$ cat config.mk
export PLATFORM = sky130hd
export DESIGN_NAME = scc_result_queue_flat
export DESIGN_NICKNAME = d
export VERILOG_FILES = /design/src/hw/rtl/scc_pkg.sv /design/src/hw/rtl/scc_if.sv /design/src/hw/rtl/scc_result_queue.sv /design/src/flat_wrapper.sv
export SDC_FILE = /design/constraint.sdc
export NUM_CORES = 1
export LEC_CHECK = 0
export ABC_CLOCK_PERIOD_IN_PS = 4700
export BUFFER_PORTS_ARGS = -buffer_cell sky130_fd_sc_hd__buf_2
export CAP_MARGIN = 20
export CORE_ASPECT_RATIO = 0.7
export CORE_MARGIN = 2
export CORE_UTILIZATION = 52
export CTS_CLUSTER_DIAMETER = 80
export DETAILED_ROUTE_END_ITERATION = 16
export PLACE_DENSITY = 0.88
export SYNTH_ARGS = -nofsm -noshare
export SYNTH_HDL_FRONTEND = slang
export SYNTH_SLANG_ARGS = --single-unit
$ cat constraint.sdc
create_clock -name clk -period 4.7 [get_ports clk]
set_input_delay 0.235 -clock clk [delete_from_list [all_inputs] [get_ports clk]]
set_output_delay 0.235 -clock clk [all_outputs]
set_load 0.02 [all_outputs]
$ cat src/hw/rtl/scc_pkg.sv
// shared types, constants and helpers of the snooping cache coherence controller
`timescale 1ns / 1ps
`default_nettype none

package scc_pkg;

	// cache geometry
	localparam int SETS        = 64;
	localparam int WAYS        = 2;
	localparam int LINE_BYTES  = 32;
	localparam int WORD_BYTES  = 4;

	localparam int ADDR_BITS   = 32;
	localparam int STAMP_BITS  = 32;
	localparam int OFFSET_BITS = $clog2(LINE_BYTES);
	localparam int SET_BITS    = $clog2(SETS);
	localparam int TAG_BITS    = ADDR_BITS - OFFSET_BITS - SET_BITS;
	localparam int WAY_BITS    = (WAYS > 1) ? $clog2(WAYS) : 1;

	// result list of one request
	localparam int MAX_RESULTS  = 3;
	localparam int RES_IDX_BITS = $clog2(MAX_RESULTS);
	localparam int RES_CNT_BITS = $clog2(MAX_RESULTS + 1);

	// bus cost
	localparam int COST_BITS      = 7;
	localparam int BUS_BASE_RAW   = 100;
	localparam int UPD_RAW        = (LINE_BYTES / WORD_BYTES) * 2;
	localparam int UPD_SAT        = (UPD_RAW > 127) ? 127 : UPD_RAW;
	localparam logic [COST_BITS-1:0] BUS_BASE_CYCLES = COST_BITS'(BUS_BASE_RAW);
	localparam logic [COST_BITS-1:0] UPD_CYCLES      = COST_BITS'(UPD_SAT);

	// configuration
	localparam int CORE_BITS     = 2;
	localparam int CFG_DATA_BITS = CORE_BITS;

	typedef enum logic [0:0] {
		CFG_PROTOCOL = 1'b0,
		CFG_CORE     = 1'b1
	} cfg_idx_t;

	typedef enum logic [0:0] {
		PROTO_MESI   = 1'b0,
		PROTO_DRAGON = 1'b1
	} proto_t;

	// event codes of the func field
	typedef enum logic [2:0] {
		EV_PR_RD   = 3'd0,
		EV_PR_WR   = 3'd1,
		EV_BUS_RD  = 3'd2,
		EV_BUS_RDX = 3'd3,
		EV_BUS_UPD = 3'd4
	} ev_t;

	// line states of both protocols
	typedef enum logic [2:0] {
		COH_I  = 3'd0,
		COH_S  = 3'd1,
		COH_M  = 3'd2,
		COH_E  = 3'd3,
		COH_SC = 3'd4,
		COH_SM = 3'd5
	} coh_t;

	typedef enum logic [2:0] {
		REQ_NONE  = 3'd0,
		REQ_RD    = 3'd1,
		REQ_RDX   = 3'd2,
		REQ_UPD   = 3'd3,
		REQ_FLUSH = 3'd4
	} req_t;

	typedef enum logic [1:0] {
		CLS_PRIVATE = 2'd0,
		CLS_SHARED  = 2'd1,
		CLS_NONE    = 2'd2
	} cls_t;

	typedef enum logic [0:0] {
		FSM_IDLE = 1'b0,
		FSM_CALC = 1'b1
	} fsm_t;

	// one way of a set, as kept in the line store
	typedef struct packed {
		logic [TAG_BITS-1:0]   tag;
		coh_t                  coh;
		logic [STAMP_BITS-1:0] stamp;
	} way_t;

	typedef way_t [WAYS-1:0] row_t;

	// registered request, address already split
	typedef struct packed {
		logic [2:0]            func;
		logic [TAG_BITS-1:0]   tag;
		logic [SET_BITS-1:0]   set;
		logic                  shared;
		logic [STAMP_BITS-1:0] now;
	} item_t;

	typedef struct packed {
		logic                en;
		logic [SET_BITS-1:0] set;
	} store_rd_t;

	typedef struct packed {
		logic                en;
		logic [SET_BITS-1:0] set;
		row_t                row;
	} store_wr_t;

	// everything the result queue needs for one request
	typedef struct packed {
		logic                                   hit;
		cls_t                                   cls;
		logic                                   err;
		logic [CORE_BITS-1:0]                   core;
		logic [RES_CNT_BITS-1:0]                cnt;
		req_t [MAX_RESULTS-1:0]                 req;
		logic [MAX_RESULTS-1:0][ADDR_BITS-1:0]  addr;
	} result_set_t;

	function automatic logic [COST_BITS-1:0] cost_of(input req_t q);
		logic [COST_BITS-1:0] c;
		unique case (q)
			REQ_NONE: c = '0;
			REQ_UPD:  c = UPD_CYCLES;
			default:  c = BUS_BASE_CYCLES;
		endcase
		return c;
	endfunction

endpackage

`default_nettype wire

$ cat src/hw/rtl/scc_if.sv
// request and result channels of the coherence controller
`timescale 1ns / 1ps
`default_nettype none


interface scc_out_if;
	import scc_pkg::*;

	logic                 valid;
	logic                 ready;
	logic                 hit;
	logic [1:0]           access_class;
	logic                 error;
	logic [2:0]           bus_request;
	logic [ADDR_BITS-1:0] bus_address;
	logic [COST_BITS-1:0] bus_cycles;
	logic [CORE_BITS-1:0] request_core;
	logic                 last;

	modport source (output valid, hit, access_class, error, bus_request, bus_address,
		bus_cycles, request_core, last, input ready);
	modport sink   (input valid, hit, access_class, error, bus_request, bus_address,
		bus_cycles, request_core, last, output ready);
endinterface

`default_nettype wire

$ cat src/hw/rtl/scc_result_queue.sv
// holds the results of one request and hands them out one per handshake
`timescale 1ns / 1ps
`default_nettype none

module scc_result_queue (
	input  logic                 clk,
	input  logic                 arst_n,
	input  logic                 load,
	input  scc_pkg::result_set_t res,
	output logic                 free,
	scc_out_if.source            out_ch
);
	import scc_pkg::*;

	result_set_t             set_q;
	logic [RES_CNT_BITS-1:0] cnt_q;
	logic [RES_IDX_BITS-1:0] idx_q;
	logic                    pop;
	logic                    at_last;
	req_t                    cur_req;

	assign at_last = RES_CNT_BITS'(idx_q) == cnt_q - 1'b1;
	assign pop     = out_ch.valid && out_ch.ready;
	// room for a new set when empty or once the last pending result leaves
	assign free    = (cnt_q == '0) || (pop && at_last);

	always_ff @(posedge clk) begin
		if (load) begin
			set_q <= res;
		end
	end

	always_ff @(posedge clk or negedge arst_n) begin
		if (!arst_n) begin
			cnt_q <= '0;
			idx_q <= '0;
		end else if (load) begin
			cnt_q <= res.cnt;
			idx_q <= '0;
		end else if (pop && at_last) begin
			cnt_q <= '0;
			idx_q <= '0;
		end else if (pop) begin
			idx_q <= idx_q + 1'b1;
		end
	end

	assign cur_req = set_q.req[idx_q];

	assign out_ch.valid        = cnt_q != '0;
	assign out_ch.hit          = set_q.hit;
	assign out_ch.access_class = set_q.cls;
	assign out_ch.error        = set_q.err;
	assign out_ch.bus_request  = cur_req;
	assign out_ch.bus_address  = set_q.addr[idx_q];
	assign out_ch.bus_cycles   = cost_of(cur_req);
	assign out_ch.request_core = set_q.core;
	assign out_ch.last         = at_last;

endmodule

`default_nettype wire

$ cat src/flat_wrapper.sv
// flat-port wrapper written by rule: the top's interface ports become plain ports
module scc_result_queue_flat import scc_pkg::*;
  (clk, arst_n, load, res, free, out_ch_valid, out_ch_hit, out_ch_access_class, out_ch_error, out_ch_bus_request, out_ch_bus_address, out_ch_bus_cycles, out_ch_request_core, out_ch_last, out_ch_ready);
  scc_out_if out_ch_i ();
  input  logic clk;
  input  logic arst_n;
  input  logic load;
  input  scc_pkg::result_set_t res;
  output logic free;
  output wire logic [$bits(out_ch_i.valid)-1:0] out_ch_valid;
  output wire logic [$bits(out_ch_i.hit)-1:0] out_ch_hit;
  output wire logic [$bits(out_ch_i.access_class)-1:0] out_ch_access_class;
  output wire logic [$bits(out_ch_i.error)-1:0] out_ch_error;
  output wire logic [$bits(out_ch_i.bus_request)-1:0] out_ch_bus_request;
  output wire logic [$bits(out_ch_i.bus_address)-1:0] out_ch_bus_address;
  output wire logic [$bits(out_ch_i.bus_cycles)-1:0] out_ch_bus_cycles;
  output wire logic [$bits(out_ch_i.request_core)-1:0] out_ch_request_core;
  output wire logic [$bits(out_ch_i.last)-1:0] out_ch_last;
  input wire logic [$bits(out_ch_i.ready)-1:0] out_ch_ready;
  assign out_ch_valid = out_ch_i.valid;
  assign out_ch_hit = out_ch_i.hit;
  assign out_ch_access_class = out_ch_i.access_class;
  assign out_ch_error = out_ch_i.error;
  assign out_ch_bus_request = out_ch_i.bus_request;
  assign out_ch_bus_address = out_ch_i.bus_address;
  assign out_ch_bus_cycles = out_ch_i.bus_cycles;
  assign out_ch_request_core = out_ch_i.request_core;
  assign out_ch_last = out_ch_i.last;
  assign out_ch_i.ready = out_ch_ready;
  scc_result_queue u_core (.clk(clk), .arst_n(arst_n), .load(load), .res(res), .free(free), .out_ch(out_ch_i));
endmodule
==> metrics <==
Layout Skew=~0.0047 ns; synth unique cells=24; post-route ant nets=0; post-synthesis cell count=about 270; HP Class=primary input to flop; critical path arrival=~2.3 ns; clock sinks=~120; DP Wirelength=5710 um; Initial Util=between 50% and 60%; cts hold-fix bufs=54; initial antenna violation count=0; mapped cell area=0.00438 mm2; final setup vio count=0; vias=3,078; Pwr Total=~0.0029 W; gpl congestion=a little under 0.8; Root Buffer=clkbuf_16; worst setup path class=flop to primary output; WP data required=approximately 4.5 ns; crit path time final=approximately 2.6 ns; vias in the first global route=3,193; Routed WL per cell=approximately 18 um; DRC=0; sequential element share of the synthesized area=about four fifths; std cell rows=27; f_max=between 300 and 400 MHz; Resize count post-CTS=0; die height=80.8 um; # diodes=0; fill count=between 400 and 500; io pins=168; total congestion overflow=0; largest net degree at the start of global routing=76; FF/Latch Area=approximately 0.0034 mm2; worst vdd ir=0.272 mV; Setup crit start kind=flop; final net count=roughly 610; period utilization=around 54%; Area Growth Syn to Fin=45.8%; Setup TNS=0 ns; Slew @ Worst Pin=between 0.9 and 1 ns; TritonCTS Buffers=17; average size of a mapped cell=roughly 16 um2; Critical Path Sink Type=primary output; Yosys Warn Count=0; Core ar.=around 0.0080 mm2; status=finished, final reports clean; Iter 0 DRT Violations=270; Post-CTS Setup Bufs=0; WL final=around 11,000 um; CTS tree=done; Total GRT Usage=24.2%; crit path max fanout=37; Crit path largest cell delay=~0.54 ns; final-report max-slew violation count=0; relative slew slack=around 40%; layout cells sized above 1=about two fifths; crit path cell chain=buf_4, mux2i_1, o2bb2ai_1, or2_1, a21o_1, buf_2; detailed-route vias per instance=slightly above 5; DIE AREA=between 0.009 and 0.01 mm2; area of the multi-input gates=between 800 and 900 um2; commonest non-fill, non-tap cell in the layout=buf_2; port bufs=around 160; commonest cells after routing, fill and taps aside=buf_2, edfxtp_1, dlygate4sd3_1, nand2_1, mux2i_1; Hold Vio Cnt, Final=0; drt pass-1 iters=4; post-synthesis register bit count=115; CTS max path bufs=2; max_cap viols=0; CP max stage cell=buf_4; die width=114 um; leakage power=about 2.5 nW; first-pass GRT wire length=~16,000 um; P per Cell Area=about 460 mW/mm2; RSZ-0062 raised after global routing=no; insertion delay to the later sink of the worst-skew pair=0.40 ns; # H-tree levels=4; clock-pin transition on the worst setup and hold timing paths=about 0.050 ns
-- registers in the layout, summed over array words and instances, names as in the netlist --
signal and flops:
u_core.idx_q 2, u_core.out_ch.request_core 2, u_core.set_q 105, u_core.out_ch.access_class 2, u_core.out_ch.error 1, u_core.out_ch.hit 1, u_core.cnt_q 2
-- cells in the mapped netlist (all sizes together) --
library cell,count,area (um2)
a21o,1,7.51
clkbuf,5,18.8
nand2,41,156
ha,1,12.5
o2bb2ai,2,17.5
a21oi,3,15.0
nor2,2,7.51
buf,16,115
or3,1,6.26
or2,1,6.26
nand4,1,6.26
conb,1,3.75
dfrtp,4,100
nor2b,1,6.26
edfxtp,111,3330
mux2i,35,350
o21ai,34,170
o31ai,2,15.0
xor2,2,17.5
inv,4,15.0
-- cell families (layout without fill, tap and decap cells) --
kind of cell | Yosys count | in the layout | synth area share [%]
XOR/XNOR | 2 | 2 | 0.400
AND/OR/NAND/NOR | 47 | 47 | 4.31
adder cells (fa/ha/maj) | 1 | 1 | 0.286
multiplexers | 35 | 35 | 8.00
buffers and inverters | 25 | 259 | 3.40
other | 1 | 3 | 0.0856
flip-flops | 115 | 115 | 78.4
AO/OA/AOI/OAI | 42 | 42 | 5.14
-- path summary, 6_finish.rpt --
kind                            slack (ns)                   end            start  cells past startpoint
worst max-delay path                  2.15  out_ch_bus_cycles[2]  u_core.idx_q[1]                      6
worst min-delay path                  0.01      u_core.set_q[30]          res[30]                      1
worst max register to register        2.87       u_core.idx_q[0]  u_core.idx_q[1]                      6
worst min register to register        0.55       u_core.cnt_q[1]  u_core.cnt_q[1]                      2
max in group asynchronous             4.38       u_core.idx_q[1]           arst_n                      2
min in group asynchronous             0.18       u_core.cnt_q[1]           arst_n                      2
-- where the power goes --
group	leakage, nW	switching (W)	internal [W]
combinational	1.14	0.000248	0.000162
sequential	1.14	0.0000257	0.00122
clock	0.273	0.000451	0.000826
total	2.55	0.000725	0.00220
-- cell type report --
type / count / area share, %
Sequential cell: 115 / 53.8
Timing Repair Buffer: 223 / 22.0
Tap cell: 101 / 1.98
Inverter: 4 / 0.235
Clock inverter: 15 / 2.61
Multi-Input combinational cell: 130 / 12.7
Clock buffer: 17 / 6.66
-- through the flow --
stage / cells / setup WS (ns) / utilization (%) / hold slack (ns) / area (um2)
2_1_floorplan: 270 / 2.84 / - / -0.0606 / 4390
3_3_place_gp: 517 / 2.60 / 65.4 / 0.0449 / 5240
3_5_place_dp: 517 / 2.54 / 65.4 / 0.0488 / 5240
4_1_cts: 603 / 2.10 / 79.5 / 0.0000326 / 6370
5_1_grt: 605 / 2.00 / 79.8 / 0.000688 / 6390
6_report: 605 / 2.15 / 79.8 / 0.0137 / 6390
-- per-layer routing --
metal	wire length (um)	GRT usage [%]
met5	0	0
met3	886	8.13
met2	5560	44.1
met1	4250	26.9
met4	153	8.66
-- critical path, delay by kind of cell (launching register included) --
kind / cells / cell delay, ns
and+or+nand+nor: 1 / 0.25
muxes: 1 / 0.27
AOI/OAI and AO/OA: 2 / 0.32
DFF: 1 / 0.38
buffers and inverters: 2 / 0.70
No activity file was read; power rests on OpenSTA's default activity.
