File: config.mk
export PLATFORM = sky130hd
export DESIGN_NAME = scc_update
export DESIGN_NICKNAME = d
export VERILOG_FILES = /design/src/hw/rtl/scc_pkg.sv /design/src/hw/rtl/scc_update.sv
export SDC_FILE = /design/constraint.sdc
export NUM_CORES = 1
export LEC_CHECK = 0
export BUFFER_PORTS_ARGS = -buffer_cell sky130_fd_sc_hd__buf_2
export CORE_AREA = 5 5 153 155
export DETAILED_ROUTE_END_ITERATION = 10
export DIE_AREA = 0 0 158 160
export GPL_ROUTABILITY_DRIVEN = 0
export PLACE_DENSITY_LB_ADDON = 0.2
export SLEW_MARGIN = 20
export SYNTH_ARGS = -nofsm -noshare
export SYNTH_HDL_FRONTEND = slang
export SYNTH_SLANG_ARGS = --single-unit
File: constraint.sdc
create_clock -name vclk -period 9.35
set_clock_uncertainty 0.05 [all_clocks]
set_input_delay 2.3375 -clock vclk [all_inputs]
set_output_delay 2.3375 -clock vclk [all_outputs]
set_load 0.01 [all_outputs]
File: src/hw/rtl/scc_pkg.sv
// shared types, constants and helpers of the snooping cache coherence controller
`timescale 1ns / 1ps
`default_nettype none

package scc_pkg;

	// cache geometry
	localparam int SETS        = 64;
	localparam int WAYS        = 2;
	localparam int LINE_BYTES  = 32;
	localparam int WORD_BYTES  = 4;

	localparam int ADDR_BITS   = 32;
	localparam int STAMP_BITS  = 32;
	localparam int OFFSET_BITS = $clog2(LINE_BYTES);
	localparam int SET_BITS    = $clog2(SETS);
	localparam int TAG_BITS    = ADDR_BITS - OFFSET_BITS - SET_BITS;
	localparam int WAY_BITS    = (WAYS > 1) ? $clog2(WAYS) : 1;

	// result list of one request
	localparam int MAX_RESULTS  = 3;
	localparam int RES_IDX_BITS = $clog2(MAX_RESULTS);
	localparam int RES_CNT_BITS = $clog2(MAX_RESULTS + 1);

	// bus cost
	localparam int COST_BITS      = 7;
	localparam int BUS_BASE_RAW   = 100;
	localparam int UPD_RAW        = (LINE_BYTES / WORD_BYTES) * 2;
	localparam int UPD_SAT        = (UPD_RAW > 127) ? 127 : UPD_RAW;
	localparam logic [COST_BITS-1:0] BUS_BASE_CYCLES = COST_BITS'(BUS_BASE_RAW);
	localparam logic [COST_BITS-1:0] UPD_CYCLES      = COST_BITS'(UPD_SAT);

	// configuration
	localparam int CORE_BITS     = 2;
	localparam int CFG_DATA_BITS = CORE_BITS;

	typedef enum logic [0:0] {
		CFG_PROTOCOL = 1'b0,
		CFG_CORE     = 1'b1
	} cfg_idx_t;

	typedef enum logic [0:0] {
		PROTO_MESI   = 1'b0,
		PROTO_DRAGON = 1'b1
	} proto_t;

	// event codes of the func field
	typedef enum logic [2:0] {
		EV_PR_RD   = 3'd0,
		EV_PR_WR   = 3'd1,
		EV_BUS_RD  = 3'd2,
		EV_BUS_RDX = 3'd3,
		EV_BUS_UPD = 3'd4
	} ev_t;

	// line states of both protocols
	typedef enum logic [2:0] {
		COH_I  = 3'd0,
		COH_S  = 3'd1,
		COH_M  = 3'd2,
		COH_E  = 3'd3,
		COH_SC = 3'd4,
		COH_SM = 3'd5
	} coh_t;

	typedef enum logic [2:0] {
		REQ_NONE  = 3'd0,
		REQ_RD    = 3'd1,
		REQ_RDX   = 3'd2,
		REQ_UPD   = 3'd3,
		REQ_FLUSH = 3'd4
	} req_t;

	typedef enum logic [1:0] {
		CLS_PRIVATE = 2'd0,
		CLS_SHARED  = 2'd1,
		CLS_NONE    = 2'd2
	} cls_t;

	typedef enum logic [0:0] {
		FSM_IDLE = 1'b0,
		FSM_CALC = 1'b1
	} fsm_t;

	// one way of a set, as kept in the line store
	typedef struct packed {
		logic [TAG_BITS-1:0]   tag;
		coh_t                  coh;
		logic [STAMP_BITS-1:0] stamp;
	} way_t;

	typedef way_t [WAYS-1:0] row_t;

	// registered request, address already split
	typedef struct packed {
		logic [2:0]            func;
		logic [TAG_BITS-1:0]   tag;
		logic [SET_BITS-1:0]   set;
		logic                  shared;
		logic [STAMP_BITS-1:0] now;
	} item_t;

	typedef struct packed {
		logic                en;
		logic [SET_BITS-1:0] set;
	} store_rd_t;

	typedef struct packed {
		logic                en;
		logic [SET_BITS-1:0] set;
		row_t                row;
	} store_wr_t;

	// everything the result queue needs for one request
	typedef struct packed {
		logic                                   hit;
		cls_t                                   cls;
		logic                                   err;
		logic [CORE_BITS-1:0]                   core;
		logic [RES_CNT_BITS-1:0]                cnt;
		req_t [MAX_RESULTS-1:0]                 req;
		logic [MAX_RESULTS-1:0][ADDR_BITS-1:0]  addr;
	} result_set_t;

	function automatic logic [COST_BITS-1:0] cost_of(input req_t q);
		logic [COST_BITS-1:0] c;
		unique case (q)
			REQ_NONE: c = '0;
			REQ_UPD:  c = UPD_CYCLES;
			default:  c = BUS_BASE_CYCLES;
		endcase
		return c;
	endfunction

endpackage

`default_nettype wire

File: src/hw/rtl/scc_update.sv
// lookup, victim choice and MESI / Dragon transition for one set
`timescale 1ns / 1ps
`default_nettype none

module scc_update (
	input  scc_pkg::item_t                  item,
	input  scc_pkg::row_t                   row,
	input  scc_pkg::proto_t                 proto,
	input  logic [scc_pkg::CORE_BITS-1:0]   core,
	output scc_pkg::row_t                   row_new,
	output scc_pkg::result_set_t            res
);
	import scc_pkg::*;

	logic                    hit_any;
	logic [WAY_BITS-1:0]     hit_way;
	logic                    inv_any;
	logic [WAY_BITS-1:0]     inv_way;
	logic [WAY_BITS-1:0]     old_way;
	logic [STAMP_BITS-1:0]   old_stamp;
	logic [WAY_BITS-1:0]     vic_way;
	logic [WAY_BITS-1:0]     tgt;
	logic                    is_pr;
	logic                    is_rd;
	logic                    is_wr;
	logic                    is_snoop;
	logic                    step;
	logic                    flush;
	logic [ADDR_BITS-1:0]    flush_addr;
	logic [ADDR_BITS-1:0]    line_addr;
	coh_t                    st;
	coh_t                    nst;
	cls_t                    cls;
	logic                    err;
	logic                    stamp_we;
	req_t                    r0;
	req_t                    r1;
	logic [RES_CNT_BITS-1:0] n;

	// way search: first valid match, first invalid way, oldest stamp
	always_comb begin
		hit_any = 1'b0;
		hit_way = '0;
		inv_any = 1'b0;
		inv_way = '0;
		for (int w = WAYS - 1; w >= 0; w--) begin
			if (row[w].coh != COH_I && row[w].tag == item.tag) begin
				hit_any = 1'b1;
				hit_way = WAY_BITS'(w);
			end
			if (row[w].coh == COH_I) begin
				inv_any = 1'b1;
				inv_way = WAY_BITS'(w);
			end
		end
		old_way   = '0;
		old_stamp = row[0].stamp;
		for (int w = 1; w < WAYS; w++) begin
			if (row[w].stamp < old_stamp) begin
				old_stamp = row[w].stamp;
				old_way   = WAY_BITS'(w);
			end
		end
		vic_way = inv_any ? inv_way : old_way;
	end

	always_comb begin
		is_rd    = item.func == EV_PR_RD;
		is_wr    = item.func == EV_PR_WR;
		is_pr    = is_rd || is_wr;
		is_snoop = item.func == EV_BUS_RD || item.func == EV_BUS_RDX
			|| item.func == EV_BUS_UPD;
		line_addr = {item.tag, item.set, {OFFSET_BITS{1'b0}}};

		row_new    = row;
		flush      = 1'b0;
		flush_addr = '0;
		tgt        = hit_any ? hit_way : vic_way;
		st         = row[tgt].coh;

		// processor miss: evict the victim and install the new tag
		if (is_pr && !hit_any) begin
			if (row[vic_way].coh != COH_I) begin
				flush      = 1'b1;
				flush_addr = {row[vic_way].tag, item.set, {OFFSET_BITS{1'b0}}};
			end
			st                   = COH_I;
			row_new[vic_way].tag = item.tag;
			row_new[vic_way].coh = COH_I;
		end

		step     = is_pr || (is_snoop && hit_any);
		nst      = st;
		cls      = CLS_NONE;
		err      = 1'b0;
		stamp_we = 1'b0;
		r0       = REQ_NONE;
		r1       = REQ_NONE;

		if (!is_pr && !is_snoop) begin
			err = 1'b1;
		end else if (step && proto == PROTO_MESI) begin
			if (!(st == COH_I || st == COH_S || st == COH_M || st == COH_E)) begin
				err = 1'b1;
			end else if (is_pr) begin
				stamp_we = 1'b1;
				priority if (st == COH_I) begin
					if (is_rd) begin
						r0  = REQ_RD;
						nst = item.shared ? COH_S : COH_E;
						cls = item.shared ? CLS_SHARED : CLS_PRIVATE;
					end else begin
						r0  = REQ_RDX;
						nst = COH_M;
						cls = CLS_PRIVATE;
					end
				end else if (st == COH_S) begin
					if (is_wr) begin
						r0  = REQ_RDX;
						nst = COH_M;
					end
					cls = CLS_SHARED;
				end else begin
					if (is_wr) begin
						nst = COH_M;
					end
					cls = CLS_PRIVATE;
				end
			end else if (st != COH_I) begin
				priority if (item.func == EV_BUS_RD) begin
					nst = COH_S;
				end else if (item.func == EV_BUS_RDX) begin
					nst = COH_I;
				end else if (st == COH_S) begin
					// upgrade seen on a shared line is illegal under MESI
					err = 1'b1;
				end
			end
		end else if (step) begin
			if (!(st == COH_I || st == COH_M || st == COH_E || st == COH_SC
				|| st == COH_SM)) begin
				err = 1'b1;
			end else if (is_pr) begin
				stamp_we = 1'b1;
				priority if (st == COH_I) begin
					r0  = REQ_RD;
					cls = item.shared ? CLS_SHARED : CLS_PRIVATE;
					if (is_rd) begin
						nst = item.shared ? COH_SC : COH_E;
					end else if (item.shared) begin
						r1  = REQ_UPD;
						nst = COH_SM;
					end else begin
						nst = COH_M;
					end
				end else if (st == COH_SC || st == COH_SM) begin
					if (is_wr) begin
						r0  = REQ_UPD;
						nst = item.shared ? COH_SM : COH_M;
					end
					cls = CLS_SHARED;
				end else begin
					if (is_wr) begin
						nst = COH_M;
					end
					cls = CLS_PRIVATE;
				end
			end else if (st != COH_I && item.func != EV_BUS_RDX) begin
				if (item.func == EV_BUS_RD) begin
					if (st == COH_E) begin
						nst = COH_SC;
					end else if (st == COH_M) begin
						nst = COH_SM;
					end
				end else begin
					if (st == COH_SM) begin
						nst = COH_SC;
					end else if (st == COH_E || st == COH_M) begin
						err = 1'b1;
					end
				end
			end
		end

		if (step) begin
			row_new[tgt].coh = nst;
		end
		if (stamp_we) begin
			row_new[tgt].stamp = item.now;
		end
	end

	// ordered result list: flush first, then the protocol requests
	always_comb begin
		res.hit  = hit_any && (is_pr || is_snoop);
		res.cls  = is_pr ? cls : CLS_NONE;
		res.err  = err;
		res.core = core;
		res.req  = {MAX_RESULTS{REQ_NONE}};
		res.addr = '0;
		n        = '0;
		if (flush) begin
			res.req[RES_IDX_BITS'(n)]  = REQ_FLUSH;
			res.addr[RES_IDX_BITS'(n)] = flush_addr;
			n = n + 1'b1;
		end
		if (r0 != REQ_NONE) begin
			res.req[RES_IDX_BITS'(n)]  = r0;
			res.addr[RES_IDX_BITS'(n)] = line_addr;
			n = n + 1'b1;
		end
		if (r1 != REQ_NONE) begin
			res.req[RES_IDX_BITS'(n)]  = r1;
			res.addr[RES_IDX_BITS'(n)] = line_addr;
			n = n + 1'b1;
		end
		if (n == '0) begin
			n = RES_CNT_BITS'(1);
		end
		res.cnt = n;
	end

endmodule

`default_nettype wire

==> impl_metrics.ini, run 1 <==
[synthesis]
ys_warn_count = 0
ys_seq_area_share_pct = 0
syn_area_per_cell_sq_um = 7.86
ys_top_cells_by_area = mux2_4 (16%), mux2_2 (9.7%), ha_1 (8.3%), xor2_1 (6.3%), mux2i_1 (4.5%)
yosysTopAreaCellShare_pct = 16.2
synthCells = 709
ys_types = 71
netlist_area_sq_mm = 0.00557
synth.largest_area_cell = mux2_4

[power_and_ir_drop]
peakVddDrop_v = 0.0000236
power.share.switching_pct = 55.7
p_sw_uw = 234
combPwrFrac_pct = 100.0
p_int_uw = 186
p_leak_uw = 0.00418
p_seq_share_pct = 0
clkPwrFrac_pct = 0
power_uw = 420
power_density_mw_per_mm2 = 55.9

[sta]
fin_crit_ns = 8.93
rsz0062_at_grt = false
hold_viol_final = 0
tns_ns = 0
drv_slew = 0
clock.fmax_mhz = 112
finalCritPeriodShare_pct = 95.5
setup_viol = 0
slew-limit-headroom_pct = 46.4
worstMarginPinSlew_ns = 0.804

[critical_path]
path_class = input port to output port
critPathLaunchType = input port
cp.required_ns = 6.96
cp-end-kind = output port
cp_cell_sequence = buf_2 > ha_1 > nand4_1 > nor4_1 > nand2_1 > a21oi_2 > nor3_1 > a211o_1 > nor2_1 > o221a_2 > nor2_2 > inv_1 > ha_1 > mux2i_1 > or2_2 > buf_2
crit_fanout = 29
endpoint = res[105]
cp-startpoint = row[86]
max_stage_delay_ns = 0.68
worst_ep_arrival_time_ns = 6.54
slowest_stage = ha_1

[grt]
busiest_layer = met2
grt_max_degree = 33
grt_pass1_wl_um = 38600
grt-ovfl-total = 0
met3_usage_pct = 2.14
grt_pass1_vias = 6717
antenna_found_initial = 0
met2_usage_pct = 37.5
grtUsageTotal_pct = 19.1
met1_usage_pct = 21.8

[route]
dr.first_iter.drc_count = 284
routedWlPerCell_um = 19.9
ant_nets = 0
wirelength_um = 26400
dr_total_vias = 6529
drc = 0
drtPass1Iterations = 4
vias_per_cell = 4.93

[min_path]
hold_class = input port to output port

[die]
row_count = 54
die_h_um = 160
pin_count = 403
start_util_pct = 25.7
dieArea_sq_mm = 0.0253
die_w_um = 158
core_area_sq_mm = 0.0217

[placement]
io_buffers = 382
placed_cells = 1325
hpwlAfterDp_um = 22600

[cts]
cts_hold_buf = 0
post_cts_buffers = 0
cts_resized = 0

[cells_and_area]
nClkBuffers = 0
nFillCells = 2324
regArea_sq_um = 0
nFlopsAndLatches = 0
drive_above_1_share_pct = 52.2
num-nets-final = 1263
antenna_cells = 0
area_growth_pct = 34.9
layoutNonFillerInstCount = 1325

[status]
status = finished, final reports clean

[job]
cap_violations = 0
-- cells by family after synthesis --
| family | after synthesis | share of synthesized area (%) |
|---|---|---|
| other | 1 | 0.0673 |
| buffers and inverters | 129 | 12.8 |
| AND/OR/NAND/NOR | 220 | 22.5 |
| multiplexers | 133 | 30.3 |
| XOR/XNOR | 42 | 6.60 |
| adder cells (fa/ha/maj) | 38 | 8.66 |
| AO/OA/AOI/OAI | 146 | 19.1 |
-- metrics by stage --
stage	util [%]	setup slack (ns)	instance area (sq um)	hold slack (ns)
finish	34.7	0.424	7520	4.63
global route	34.7	0.00399	7520	4.63
CTS	34.7	0.368	7520	4.63
detailed placement	34.7	0.375	7520	4.63
global placement	34.7	0.322	7520	4.63
floorplan	-	0.902	5630	4.72
-- cell usage in the layout, fill, tap and decap left out, drive strengths merged, types with 2 or more instances in the layout --
cell type	netlist	routed
buf	60	402
mux2	108	108
inv	47	47
nand2	45	45
o21ai	42	42
xor2	40	40
ha	37	37
nor2	37	37
nor2b	34	34
a21oi	29	29
and3	27	27
mux2i	25	25
nor4	24	24
a2bb2oi	22	22
conb	1	17
nor3	17	17
a31oi	10	10
nand3	10	10
nand4	8	8
or2	7	7
o31ai	5	5
or3	4	4
a221oi	4	4
nor3b	3	3
o211ai	3	3
o31a	3	3
o311ai	3	3
a211o	3	3
a211oi	3	3
a31o	3	3
xnor2	2	2
o21a	2	2
o211a	2	2
o41ai	2	2
a41oi	2	2
a22o	2	2
-- how the worst min path moves through the flow --
| stage | from | end | slack, ns | depth (start not counted) |
|---|---|---|---|---|
| global route | core[0] | res[107] | 4.63 | 0 |
| finish | core[0] | res[107] | 4.63 | 0 |
| floorplan | core[0] | res[107] | 4.72 | 1 |
| CTS | core[0] | res[107] | 4.63 | 0 |
| global placement | core[0] | res[107] | 4.63 | 0 |
| detailed placement | core[0] | res[107] | 4.63 | 0 |
-- layer usage --
metal	wire [um]	part of all wire (%)
met4	454	1.7
met5	0	0
met3	2010	7.6
met2	14000	53
met1	9940	38
-- Yosys cell counts, types with 3 or more instances --
cell type	instances
mux2_4	60
mux2_2	48
inv_1	47
nand2_1	45
xor2_1	40
ha_1	37
nor2_1	34
nor2b_1	34
and3_1	27
a21oi_1	26
mux2i_1	25
buf_2	24
buf_4	24
a2bb2oi_1	22
clkbuf_1	22
o21ai_1	22
nor4_1	20
o21ai_0	19
nor3_1	12
a31oi_1	9
buf_6	8
nand3_1	8
nand4_1	8
o31ai_1	5
or2_2	4
or3_1	4
a21oi_2	3
a221oi_1	3
buf_12	3
nor3_4	3
nor3b_1	3
nor4_2	3
o211ai_1	3
o31a_1	3
or2_1	3
-- final cells by class --
class / instances / area (sq um) / area share (%)
multi-input cells: 596 / 4930 / 65.6
repair buffers: 402 / 2060 / 27.4
inverters: 47 / 176 / 2.35
well taps: 280 / 350 / 4.66
-- critical path: cells and delay by family --
kind	cells	cell delay, ns
adder cells (fa/ha/maj)	2	0.99
AO/OA/AOI/OAI	3	1.12
multiplexers	1	0.16
AND/OR/NAND/NOR	7	1.52
buffers and inverters	3	0.38
-- power groups by stage --
| stage | Clock, uW | Combinational, uW | Sequential, uW |
|---|---|---|---|
| global placement | 0 | 424 | 0 |
| global route | 0 | 458 | 0 |
| floorplan | 0 | 268 | 0 |
| finish | 0 | 420 | 0 |
| CTS | 0 | 425 | 0 |
| detailed placement | 0 | 423 | 0 |
(Power assumes the default switching activity.)
==> inputs of run 2 (changes only) <==
CAP_MARGIN = 5   (was default)
SETUP_SLACK_MARGIN = 0.5   (was default)
==> run 2 against run 1 <==
  * Cell area is 2.7% higher
  * Die area stayed put
  * Cell count is 0.75% higher
  * Flip-flop and latch count stayed put
  * Via count is 0.98% higher
  * Fmax is 4.8% higher
  * Power is 3.3% higher
  * First-iteration DRC count is 4.6% higher
  * Setup slack better by 0.41 ns
  * Wire length is 0.77% higher
  * Global-route usage hardly changed
  * Critical endpoint is now res[29]
  * Utilization is 0.92 points higher
==> impl_metrics.ini, run 2 (same netlist as run 1, synthesis figures left out) <==
[critical_path]
crit_fanout = 13
cp-startpoint = row[30]
endpoint = res[29]
cp_cell_sequence = buf_2 > inv_1 > ha_1 > nand4_1 > nor2_1 > a221oi_2 > a21oi_4 > buf_4 > nor3_2 > a211o_4 > nor2_1 > o221a_2 > nor2_2 > ha_1 > inv_1 > nor4_4 > nand2b_1 > buf_4 > a2bb2oi_1 > o21ai_0 > buf_2
worst_ep_arrival_time_ns = 6.13
critPathLaunchType = input port
max_stage_delay_ns = 0.31
cp-end-kind = output port
path_class = input port to output port
cp.required_ns = 6.96
slowest_stage = ha_1

[route]
wirelength_um = 26600
vias_per_cell = 4.94
drtPass1Iterations = 4
ant_nets = 0
dr.first_iter.drc_count = 297
dr_total_vias = 6593
drc = 0
routedWlPerCell_um = 19.9

[sta]
slew-limit-headroom_pct = 47.0
fin_ws_ns = 0.836
setup_viol = 0
rsz0062_at_grt = false
hold_viol_final = 0
clock.fmax_mhz = 117
finalCritPeriodShare_pct = 91.1
tns_ns = 0
worstMarginPinSlew_ns = 0.792
fin_crit_ns = 8.51
drv_slew = 0

[power_and_ir_drop]
p_leak_uw = 0.00426
power_density_mw_per_mm2 = 56.2
peakVddDrop_v = 0.0000236
power_uw = 434

[grt]
grtUsageTotal_pct = 19.1
antenna_found_initial = 0
grt-ovfl-total = 0
grt_pass1_vias = 6720
grt_pass1_wl_um = 38600
grt_max_degree = 33

[die]
pin_count = 403
core_area_sq_mm = 0.0217
dieArea_sq_mm = 0.0253
die_h_um = 160
die_w_um = 158
row_count = 54
start_util_pct = 25.7

[cells_and_area]
multi_input_area_sq_mm = 0.00505
antenna_cells = 0
num-nets-final = 1273
drive_above_1_share_pct = 53.8
layout_common_cells = buf_2 (382), mux2_4 (60), mux2_2 (48), inv_1 (47), nand2_1 (45)
nFillCells = 2308
mostFrequentLayoutCell = buf_2
area_growth_pct = 38.5
nFlopsAndLatches = 0
nClkBuffers = 0
layoutNonFillerInstCount = 1335
fin_area_sq_mm = 0.00772
regArea_sq_um = 0

[placement]
place_area_sq_mm = 0.00752
place_ws_ns = 0.375
hpwlAfterDp_um = 22600
placed_cells = 1325
io_buffers = 382

[job]
cap_violations = 0

[min_path]
worst_hold_startpoint = core[0]
hold_class = input port to output port

[cts]
cts_hold_buf = 0

[status]
status = finished, final reports clean
## run 2: worst max-delay path: cells and delay by family
family,cells,cell delay [ns]
buffers and inverters,6,0.72
adder cells (fa/ha/maj),2,0.48
AND/OR/NAND/NOR,7,1.29
AO/OA/AOI/OAI,6,1.29
## run 2: worst min path at each step
stage / end / cells after the start
finish: res[107] / 0
global route: res[107] / 0
CTS: res[107] / 0
detailed placement: res[107] / 0
global placement: res[107] / 0
floorplan: res[107] / 1
## run 2: per-stage QoR
| step | util, % | hold WS, ns |
|---|---|---|
| finish | 35.6 | 4.63 |
| global route | 35.6 | 4.63 |
| CTS | 34.8 | 4.63 |
| detailed placement | 34.7 | 4.63 |
| global placement | 34.7 | 4.63 |
| floorplan | - | 4.72 |
## run 2: where the power goes
group,switching (uW),total (uW),internal (uW)
Combinational,240,434,194
Clock,0,0,0
Sequential,0,0,0
Total,240,434,194
## run 2: routing by layer
layer / vias up / track usage (%) / wire, um
li1: 3232 / - / -
met2: 332 / 37.6 / 14100
met5: - / 0 / 0
met1: 2993 / 21.8 / 9980
met4: 0 / 3.53 / 558
met3: 36 / 2.14 / 1950
## run 2: repair_timing
item / 4_1_cts / 5_1_grt
resized for setup: 4 / 17
setup buffers: 0 / 10
pin swaps: 1 / 4
endpoints found under the setup margin: 22 / 51
## run 2: layout make-up
class              count  area share (%)
repair buffers       412            27.7
well taps            280            4.54
multi-input cells    596            65.5
inverters             47            2.29
